File: src/rtl/core/ish_pkg.sv
// Shared types and constants for the instruction shape hash block.
`timescale 1ns / 1ps

package ish_pkg;

  // Start value of the 64-bit FNV-1a style hash
  localparam logic [63:0] FnvBasis = 64'd1469598103934665603;

  // Bytes folded per 64-bit word
  localparam int unsigned WordBytes = 8;
  localparam int unsigned ByteCntW  = $clog2(WordBytes);

  // Tag field positions
  localparam int unsigned RegShift    = 16;
  localparam int unsigned InsideBit   = 32;
  localparam int unsigned OffsetShift = 40;

  // Item kinds
  typedef enum logic [1:0] {
    KIND_BEGIN   = 2'd0,
    KIND_OPCODE  = 2'd1,
    KIND_OPERAND = 2'd2,
    KIND_EMPTY   = 2'd3
  } item_kind_e;

  // Configuration register indexes
  typedef enum logic [2:0] {
    CFG_FUNCTION_START = 3'd0,
    CFG_FUNCTION_END   = 3'd1,
    CFG_REGISTER_TYPE  = 3'd2,
    CFG_NEAR_TYPE      = 3'd3,
    CFG_FAR_TYPE       = 3'd4
  } cfg_idx_e;

  // Control state machine
  typedef enum logic [1:0] {
    ST_IDLE,
    ST_FOLD,
    ST_DONE
  } ctrl_state_e;

  // Input transaction
  typedef struct packed {
    logic [1:0]  item_kind;
    logic [15:0] opcode_value;
    logic [7:0]  operand_type;
    logic [15:0] register_number;
    logic [63:0] branch_target;
  } in_item_t;

  // Output transaction
  typedef struct packed {
    logic [63:0] hash_value;
    logic [31:0] instruction_count;
    logic [63:0] size_in_bytes;
  } out_item_t;

  // Configuration register file
  typedef struct packed {
    logic [63:0] function_start;
    logic [63:0] function_end;
    logic [7:0]  register_type_code;
    logic [7:0]  near_type_code;
    logic [7:0]  far_type_code;
  } cfg_t;

  // Fold engine control and status
  typedef struct packed {
    logic start;
    logic clear;
  } fold_ctrl_t;

  typedef struct packed {
    logic busy;
    logic last;
  } fold_stat_t;

endpackage

File: src/rtl/core/ish_tag.sv
// Word builder: turns one input transaction into the 64-bit word to fold.
`timescale 1ns / 1ps

module ish_tag import ish_pkg::*; (
  input  in_item_t    item_i,
  input  cfg_t        cfg_i,
  output logic [63:0] word_o
);

  logic        is_reg;
  logic        is_addr;
  logic        in_range;
  logic [63:0] rel;
  logic [63:0] tag;

  // Operand tag: type code, register id, in-function target marker and offset
  always_comb begin
    is_reg   = (item_i.operand_type == cfg_i.register_type_code);
    is_addr  = (item_i.operand_type == cfg_i.near_type_code) ||
               (item_i.operand_type == cfg_i.far_type_code);
    in_range = (item_i.branch_target >= cfg_i.function_start) &&
               (item_i.branch_target <  cfg_i.function_end);
    rel      = item_i.branch_target - cfg_i.function_start;
    tag      = {56'd0, item_i.operand_type};
    if (is_reg) begin
      tag[RegShift +: 16] = item_i.register_number;
    end
    if (is_addr && in_range) begin
      tag[InsideBit] = 1'b1;
      // Offset lands at bit 40; its top forty bits fall off the word
      tag[63:OffsetShift] = rel[63-OffsetShift:0];
    end
  end

  // Select the word by item kind
  always_comb begin
    case (item_i.item_kind)
      KIND_OPCODE:  word_o = {48'd0, item_i.opcode_value};
      KIND_OPERAND: word_o = tag;
      default:      word_o = '0;
    endcase
  end

endmodule

File: src/rtl/core/ish_fold.sv
// Byte-serial FNV-1a fold engine holding the running hash.
`timescale 1ns / 1ps

module ish_fold import ish_pkg::*; (
  input  logic        clk_i,
  input  logic        rst_ni,
  input  fold_ctrl_t  ctrl_i,
  input  logic [63:0] word_i,
  output fold_stat_t  stat_o,
  output logic [63:0] hash_o
);

  logic [63:0]         word_q, word_d;
  logic [63:0]         hash_q, hash_d;
  logic [ByteCntW-1:0] cnt_q, cnt_d;
  logic                busy_q, busy_d;
  logic [63:0]         mix;
  logic [63:0]         prod;
  logic                last;

  // xor one byte, then multiply by the prime 2^40 + 2^8 + 0xB3 by shift-add
  always_comb begin
    mix  = hash_q ^ {56'd0, word_q[7:0]};
    prod = mix + (mix << 1) + (mix << 4) + (mix << 5) + (mix << 7) +
           (mix << 8) + (mix << 40);
  end

  assign last = busy_q && (cnt_q == ByteCntW'(WordBytes - 1));

  // Next state of the shift register, byte counter and hash
  always_comb begin
    word_d = word_q;
    hash_d = hash_q;
    cnt_d  = cnt_q;
    busy_d = busy_q;
    if (busy_q) begin
      hash_d = prod;
      word_d = {8'd0, word_q[63:8]};
      cnt_d  = cnt_q + 1'b1;
      if (last) begin
        busy_d = 1'b0;
      end
    end
    if (ctrl_i.clear) begin
      hash_d = FnvBasis;
    end
    if (ctrl_i.start) begin
      word_d = word_i;
      cnt_d  = '0;
      busy_d = 1'b1;
    end
  end

  always_ff @(posedge clk_i or negedge rst_ni) begin
    if (!rst_ni) begin
      hash_q <= FnvBasis;
      cnt_q  <= '0;
      busy_q <= 1'b0;
    end else begin
      hash_q <= hash_d;
      cnt_q  <= cnt_d;
      busy_q <= busy_d;
    end
  end

  always_ff @(posedge clk_i) begin
    word_q <= word_d;
  end

  assign stat_o.busy = busy_q;
  assign stat_o.last = last;
  assign hash_o      = hash_q;

endmodule

File: src/rtl/core/instruction_shape_hash_top.sv
// Top level: configuration, control state machine, counter and result register.
// An accepted item is folded byte by byte in ST_FOLD, then ST_DONE loads the result register
// once the result slot frees. The input stalls while a word is folded, so a new item waits.
// A begin item needs no fold and can follow every cycle the result slot frees.
// The next item is taken while a finished result waits in the output register.
// Reset (rst_ni low, asynchronous) loads the start value FnvBasis, zeroes the count
// and loads the register defaults: start 0, end 0, register 1, near 6, far 5.
`timescale 1ns / 1ps

module instruction_shape_hash_top import ish_pkg::*; (
  input  logic        clk_i,
  input  logic        rst_ni,
  // Configuration write port
  input  logic        cfg_we_i,
  input  logic [2:0]  cfg_idx_i,
  input  logic [63:0] cfg_data_i,
  // Input channel
  input  logic        in_valid_i,
  output logic        in_stall_o,
  input  in_item_t    in_data_i,
  // Output channel
  output logic        out_valid_o,
  input  logic        out_stall_i,
  output out_item_t   out_data_o
);

  cfg_t        cfg_q;
  ctrl_state_e state_q, state_d;
  logic [31:0] insn_cnt_q, insn_cnt_d;
  logic        out_valid_q, out_valid_d;
  out_item_t   out_q;
  logic        in_acc;
  logic        slot_free;
  logic        out_load;
  logic        is_begin;
  logic [63:0] word;
  logic [63:0] hash;
  fold_ctrl_t  fold_ctrl;
  fold_stat_t  fold_stat;

  // Configuration registers
  always_ff @(posedge clk_i or negedge rst_ni) begin
    if (!rst_ni) begin
      cfg_q.function_start     <= '0;
      cfg_q.function_end       <= '0;
      cfg_q.register_type_code <= 8'd1;
      cfg_q.near_type_code     <= 8'd6;
      cfg_q.far_type_code      <= 8'd5;
    end else if (cfg_we_i) begin
      unique case (cfg_idx_i)
        CFG_FUNCTION_START: cfg_q.function_start     <= cfg_data_i;
        CFG_FUNCTION_END:   cfg_q.function_end       <= cfg_data_i;
        CFG_REGISTER_TYPE:  cfg_q.register_type_code <= cfg_data_i[7:0];
        CFG_NEAR_TYPE:      cfg_q.near_type_code     <= cfg_data_i[7:0];
        CFG_FAR_TYPE:       cfg_q.far_type_code      <= cfg_data_i[7:0];
        default: ;
      endcase
    end
  end

  // Word to fold
  ish_tag u_tag (
    .item_i (in_data_i),
    .cfg_i  (cfg_q),
    .word_o (word)
  );

  // Fold engine
  ish_fold u_fold (
    .clk_i  (clk_i),
    .rst_ni (rst_ni),
    .ctrl_i (fold_ctrl),
    .word_i (word),
    .stat_o (fold_stat),
    .hash_o (hash)
  );

  assign slot_free = !out_valid_q || !out_stall_i;
  assign in_acc    = in_valid_i && !in_stall_o;
  assign is_begin  = (in_data_i.item_kind == KIND_BEGIN);

  // Next state
  always_comb begin
    state_d = state_q;
    unique case (state_q)
      ST_IDLE: begin
        if (in_acc) begin
          state_d = is_begin ? ST_DONE : ST_FOLD;
        end
      end
      ST_FOLD: begin
        if (fold_stat.last) begin
          state_d = ST_DONE;
        end
      end
      ST_DONE: begin
        if (slot_free) begin
          if (in_acc) begin
            state_d = is_begin ? ST_DONE : ST_FOLD;
          end else begin
            state_d = ST_IDLE;
          end
        end
      end
      default: state_d = ST_IDLE;
    endcase
  end

  // State machine outputs
  always_comb begin
    in_stall_o = 1'b1;
    out_load   = 1'b0;
    unique case (state_q)
      ST_IDLE: in_stall_o = 1'b0;
      ST_FOLD: in_stall_o = 1'b1;
      ST_DONE: begin
        in_stall_o = !slot_free;
        out_load   = slot_free;
      end
      default: in_stall_o = 1'b1;
    endcase
  end

  assign fold_ctrl.start = in_acc && !is_begin;
  assign fold_ctrl.clear = in_acc && is_begin;

  // Instruction counter
  always_comb begin
    insn_cnt_d = insn_cnt_q;
    if (in_acc) begin
      if (is_begin) begin
        insn_cnt_d = '0;
      end else if (in_data_i.item_kind == KIND_OPCODE) begin
        insn_cnt_d = insn_cnt_q + 32'd1;
      end
    end
  end

  // Result register valid
  always_comb begin
    out_valid_d = out_valid_q;
    if (out_load) begin
      out_valid_d = 1'b1;
    end else if (out_valid_q && !out_stall_i) begin
      out_valid_d = 1'b0;
    end
  end

  always_ff @(posedge clk_i or negedge rst_ni) begin
    if (!rst_ni) begin
      state_q     <= ST_IDLE;
      insn_cnt_q  <= '0;
      out_valid_q <= 1'b0;
    end else begin
      state_q     <= state_d;
      insn_cnt_q  <= insn_cnt_d;
      out_valid_q <= out_valid_d;
    end
  end

  // Result payload
  always_ff @(posedge clk_i) begin
    if (out_load) begin
      out_q.hash_value        <= hash;
      out_q.instruction_count <= insn_cnt_q;
      out_q.size_in_bytes     <= cfg_q.function_end - cfg_q.function_start;
    end
  end

  assign out_valid_o = out_valid_q;
  assign out_data_o  = out_q;

endmodule

File: config.mk
export PLATFORM = sky130hd
export DESIGN_NAME = instruction_shape_hash_top
export DESIGN_NICKNAME = d
export VERILOG_FILES = /design/src/rtl/core/ish_pkg.sv /design/src/rtl/core/ish_tag.sv /design/src/rtl/core/ish_fold.sv /design/src/rtl/core/instruction_shape_hash_top.sv
export SDC_FILE = /design/constraint.sdc
export NUM_CORES = 2
export LEC_CHECK = 0
export ABC_CLOCK_PERIOD_IN_PS = 13120
export BUFFER_PORTS_ARGS = -buffer_cell sky130_fd_sc_hd__clkbuf_2
export CORE_MARGIN = 3
export CORE_UTILIZATION = 61
export CTS_CLUSTER_DIAMETER = 80
export CTS_CLUSTER_SIZE = 25
export DETAILED_ROUTE_END_ITERATION = 10
export GPL_ROUTABILITY_DRIVEN = 1
export PLACE_DENSITY = 0.9
export SLEW_MARGIN = 40
export SYNTH_ARGS = -nofsm -noshare
export SYNTH_HDL_FRONTEND = slang
export SYNTH_SLANG_ARGS = --single-unit
File: constraint.sdc
create_clock -name clk_i -period 13.12 [get_ports clk_i]
set_clock_uncertainty 0.15 [all_clocks]
set_input_delay 0.656 -clock clk_i [delete_from_list [all_inputs] [get_ports clk_i]]
set_output_delay 0.656 -clock clk_i [all_outputs]
set_load 0.01 [all_outputs]
Yosys cells after proc, flatten, opt, wreduce, memory -nomap -nowiden
Cells that the tools add are included.

$lt $le $gt $ge: 2. Multiply operators: 0. $add $sub $neg: 10. Equality and inequality tests: 15. Multiplexer cells: 25. Div/mod/pow operators: 0. Reductions and logical operators: 28. Bitwise gates (word level): 1. Shift-type cells: 0.

Operators with widths (number): 64-bit adder (6); 64-bit 2-to-1 mux (4); 64-bit one-hot mux with 2 select lines (1); 64-bit >= comparator (1); 64-bit less-than comparator (1); 32-bit 2-to-1 mux (2); 64-bit subtractor (1); 64-bit by 8-bit XOR with 64-bit output (1); 32-bit by 1-bit adder with 32-bit output, second input constant (1); 8-bit == test (3); 24-bit 2-to-1 mux (1); 24-bit subtractor (1); 16-bit 2-to-1 mux (1); 2-bit AND reduction (6); 2-bit 2-to-1 mux (5); 2-bit nonzero test (4); 1-bit logical AND (7); 1-bit 2-to-1 mux (7); 3-bit by 2-bit == test with 1-bit output, second input constant (2); 3-bit == test, second input constant (2); 3-bit 2-to-1 mux (2); 2-bit one-hot mux with 3 select lines (1); 1-bit logical NOT (5); 2-bit by 1-bit == test with 1-bit output, second input constant (2); other kinds (10) (14).

Memory bits (read-only): 0. Bits in latches: 0. Input port bits: 178. Memories kept: 0. Register bits after elaboration: 479. Output and inout port bits: 162. Bits in writable memories: 0. Logic and storage cells: 96.

Logic depth before layout (Yosys ltp)
Depth in word-level cells: 9. Mapped depth: 22.

Modules after synthesis
Synthesis repeated with hierarchy kept, for this count alone.

Cells, all modules: 3610. Area total of the unflattened synthesis: 36765.3 um2.

Modules (own cells, without submodules): instruction_shape_hash_top (instances 1, cells an instance 1354, sequential area each 9490.4 um2, area each 16091.7 um2); ish_fold (instances 1, cells an instance 1575, sequential area each 3658.5 um2, area each 15927.8 um2); ish_tag (instances 1, cells an instance 681, sequential area each 0.0 um2, area each 4745.8 um2).

Worst setup path before layout
No wires, ideal clock.

Path kind: input -> register. Start: in out_stall_i. End: reg out_q (netlist bit out_data_o[0]) (enable). Arrival: 8.364 ns. Data required time: 12.236 ns. Buffers on the path: 0. Stages: 1. Slack: 3.872 ns. Cells stage by stage: a21oi_1.

Cells in the longest elaborated chain, start to end: 3.

Ends and longest elaborated chain: from (decl) (RTL line instruction_shape_hash_top.sv:23) `input logic out_stall_i,`; 1-bit logical NOT (RTL line instruction_shape_hash_top.sv:78) `assign slot_free = !out_valid_q || !out_stall_i;`; 1-bit logical OR (RTL line instruction_shape_hash_top.sv:78); 1-bit 2-to-1 mux (RTL line instruction_shape_hash_top.sv:113) `unique case (state_q)`; to (decl) (RTL line instruction_shape_hash_top.sv:31) `out_item_t out_q;`.

Every way passes these cells. A chain may end at the register's enable or synchronous reset.

Worst setup path after layout
Start: reg u_fold.hash_q[0], in the netlist u_fold.hash_o[0]. End: reg u_fold.hash_q[47], in the netlist u_fold.hash_o[47].

Cells in the longest elaborated chain, start to end: 9.

Ends and longest elaborated chain: from (decl) (RTL line ish_fold.sv:14) `logic [63:0] hash_q, hash_d;`; from (signal assigned) (RTL line ish_fold.sv:56) `hash_q <= FnvBasis;`; from (signal assigned) (RTL line ish_fold.sv:60) `hash_q <= hash_d;`; 64-bit by 8-bit XOR with 64-bit output * (RTL line ish_fold.sv:23) `mix = hash_q ^ {56'd0, word_q[7:0]};`; 64-bit adder (5 in a row) (RTL line ish_fold.sv:24) `prod = mix + (mix << 1) + (mix << 4) + (mix << 5) + (mix << 7) +`; 64-bit adder * (RTL line ish_fold.sv:25) `(mix << 8) + (mix << 40);`; 64-bit 2-to-1 mux * (RTL line ish_fold.sv:36) `if (busy_q) begin`; 64-bit 2-to-1 mux * (RTL line ish_fold.sv:44) `if (ctrl_i.clear) begin`.

Mark *: on every way between the ends. The rest lies on a longest branch, timed or not. The select of a mux whose other input is x is not followed.

==> flow_metrics.py <==
metrics = {
    "outcome": {
        "status": "completed",
    },
    "grt": {
        "grt_overflow": 0,
        "track_usage": 0.313,
        "antenna_found_initial": 25,
        "grt_pass1_vias": 27900,
        "grt_start_max_net_pins": 113,
        "grt_pass1_wl_mm": 149,
    },
    "cts": {
        "ctsRootBufferMaster": "clkbuf_16",
        "cts_buffers": 30,
        "clk_latency_ps": 610,
        "clkTransAtPathRegs_ps": 100,
        "cts_tree": "built",
        "cts.sinks": 479,
        "cts_htree_levels": 1,
        "clock_path_buffers": 3,
    },
    "route": {
        "ant_nets": 0,
        "drc": 0,
        "wl_per_cell_um": 20.6,
        "vias": 27400,
        "viasPerCell": 5.95,
        "firstDrtPassIters": 6,
        "drt_iter0_drc": 2436,
        "wl_mm": 94.6,
    },
    "timing": {
        "maxSlewHeadroom": 0.435,
        "clock.fmax_ghz": 0.159,
        "fin_crit_ps": 6300,
        "finalHoldViolCount": 0,
        "rsz0062_at_grt": "no",
        "slew_viol_final": 0,
        "hold_slack_ps": 99.5,
        "tightestPinTransition_ps": 848,
        "fin_setup_tns_ps": 0,
        "finalSetupViolCount": 0,
        "fin_crit_sh": 0.480,
    },
    "final_layout": {
        "area_growth_pct": 10.4,
        "utilization": 0.687,
        "drive_above_1_share": 0.129,
        "layout.nets": 4522,
    },
    "critical_path": {
        "cpPeakStageDelay_ps": 610,
        "path_cells": "xor2_1, ha_1, xnor2_1, fa_1, inv_1, ha_1, ha_1, ha_1, fa_1, a211oi_1, o211ai_1, a31oi_1, o211ai_2, a21oi_1, o211a_1, o31ai_1, a221oi_1, mux2i_1, o31ai_1",
        "crit_path_start_kind": "flip-flop",
        "path_class": "flip-flop to flip-flop",
        "crit_path_max_fanout": 6,
        "crit_required_ps": 13440,
        "cp_top_family": "adder cells",
        "slowest_stage": "xor2_1",
        "crit_path_frequent_cell": "ha_1",
        "endpoint_kind": "flip-flop",
        "crit_arrival_ps": 6610,
        "cp.buffers_inverters": 1,
    },
    "placed_design": {
        "dp_hpwl_mm": 74.0,
        "port_buffers": 339,
        "gp_congestion": 0.953,
    },
    "synth": {
        "synthSimpleGateAreaFrac": 0.101,
        "synthFlopType": "edfxtp_1",
        "yosysWarnings": 0,
        "synthDistinctLibCells": 81,
        "synth_top_family_by_area": "adder cells",
        "avgSynthCellArea_um2": 10.1,
        "synth_compound_area_frac": 0.146,
        "synthXorXnorAreaFrac": 0.0530,
        "synth_edf_count": 224,
        "ys_ff_latch": 479,
        "ys_top_cells_by_area": "edfxtp_1, dfrtp_1, fa_1, ha_1, inv_1",
        "synth_cells": 3515,
        "yosys.area.top_type": "edfxtp_1",
        "netlist_top_cells_count": "inv_1, nand2_1, ha_1, o21ai_0, fa_1",
        "seq_area_frac_synth": 0.372,
        "yosysMostFrequentCell": "inv_1",
        "synthMuxAreaShare": 0.0156,
        "synthAdderAreaFrac": 0.245,
        "synth_fp_nets": 4237,
        "synth_top_area_frac": 0.190,
        "async_flop_share": 0.532,
        "netlist_area_um2": 35400,
    },
    "run": {
        "maxCapViolations": 0,
    },
    "floorplan": {
        "die_h_um": 247,
        "die_width_um": 247,
        "initial_core_util": 0.622,
        "std_cell_rows": 87,
        "io_pins": 340,
        "dieArea_um2": 60900,
        "core_um2": 56800,
    },
    "min_path": {
        "min_path_type": "input pin to flip-flop",
    },
}
==> through the flow <==
| step | cell area, um^2 | cells | setup slack (ps) |
|---|---|---|---|
| global route | 39000 | 4586 | 6590 |
| floorplan | 35400 | 3515 | 3870 |
| detailed placement | 37900 | 4522 | 6760 |
| global placement | 37800 | 4521 | 6880 |
| CTS | 38900 | 4579 | 6750 |
| finish | 39000 | 4600 | 6820 |
==> routing by layer <==
layer,vias up,global-route usage,part of all wire
met5,-,0,0.0015
met3,265,0.0616,0.079
met2,1124,0.529,0.49
met1,13400,0.396,0.39
met4,22,0.126,0.044
li1,12600,-,-
==> registers in the layout, indices dropped and copies added, names as in the netlist <==
register / count
cfg_q: 152
insn_cnt_q: 32
out_data_o: 160
out_valid_o: 1
state_q: 2
u_fold.busy_q: 1
u_fold.cnt_q: 3
u_fold.hash_o: 64
u_fold.word_q: 64
==> worst reg2reg max path: stages (launching register included) <==
cell and delay [ps]:
dfstp_2 570, xor2_1 610, ha_1 430, xnor2_1 180
fa_1 530, inv_1 40, ha_1 290, ha_1 300
ha_1 240, fa_1 440, a211oi_1 300, o211ai_1 180
a31oi_1 340, o211ai_2 200, a21oi_1 370, o211a_1 250
o31ai_1 110, a221oi_1 330, mux2i_1 230, o31ai_1 80
==> cell families (layout without fill, tap and decap cells) <==
logic type	after synthesis	count (layout)
AO/OA/AOI/OAI	816	816
XOR/XNOR	214	214
adder cells (fa/ha/maj)	548	548
buffers and inverters	637	946
flip-flops	479	479
multiplexers	52	52
other	0	20
AND/OR/NAND/NOR	769	769
==> what timing repair did <==
item,CTS,global route
hold endpoints to repair,86,0
endpoints found under the setup margin,0,0
resized for setup,0,0
hold buffers,1,0
buffers inserted,0,0
==> final cells by class <==
cell class,instances,area (um^2)
Clock inverter,18,251
Inverter,530,1990
Clock buffer,38,833
Multi-Input combinational cell,2399,19900
Tap cell,756,946
Fill cell,4166,17800
Sequential cell,479,13200
Antenna cell,20,50.0
Timing Repair Buffer,360,1930
==> path summary, 6_finish.rpt <==
path                                          startpoint                             to  slack (ps)  cells past startpoint
hold reg to reg            u_fold.hash_o[13]$_DFFE_PN0P_      out_data_o[109]$_DFFE_PP_         340                      0
hold / removal                            cfg_data_i[27]         cfg_q[115]$_DFFE_PN0P_         100                      3
setup / recovery            u_fold.hash_o[0]$_DFFE_PN1P_  u_fold.hash_o[47]$_DFFE_PN0P_        6820                     19
max in group asynchronous                         rst_ni        u_fold.busy_q$_DFF_PN0_       11290                      4
setup reg to reg            u_fold.hash_o[0]$_DFFE_PN1P_  u_fold.hash_o[47]$_DFFE_PN0P_        6820                     19
min in group asynchronous                         rst_ni          cfg_q[57]$_DFFE_PN0P_         330                      2
==> layout by cell type, fill, tap and decap left out, types with 20 or more instances in the layout <==
cell type | synthesis | final
a21o_1 | 134 | 134
a21oi_1 | 190 | 189
a22o_1 | 21 | 21
and2_1 | 20 | 20
and3_1 | 26 | 25
clkbuf_16 | 0 | 32
clkbuf_2 | 2 | 338
dfrtp_1 | 222 | 221
dfstp_2 | 33 | 33
diode_2 | 0 | 20
edfxtp_1 | 224 | 224
fa_1 | 242 | 242
ha_1 | 302 | 302
inv_1 | 529 | 529
mux2_2 | 25 | 25
mux2i_1 | 27 | 27
nand2_1 | 343 | 341
nand3_1 | 54 | 54
nand4_1 | 57 | 57
nor2_1 | 151 | 151
nor3_1 | 25 | 25
o211ai_1 | 40 | 40
o21ai_0 | 246 | 246
o21bai_1 | 24 | 24
xnor2_1 | 101 | 101
xor2_1 | 113 | 109
Power is left out: the tool's default activity adds up to more than one toggle a clock period on the data nets, which glitch-free logic cannot reach.
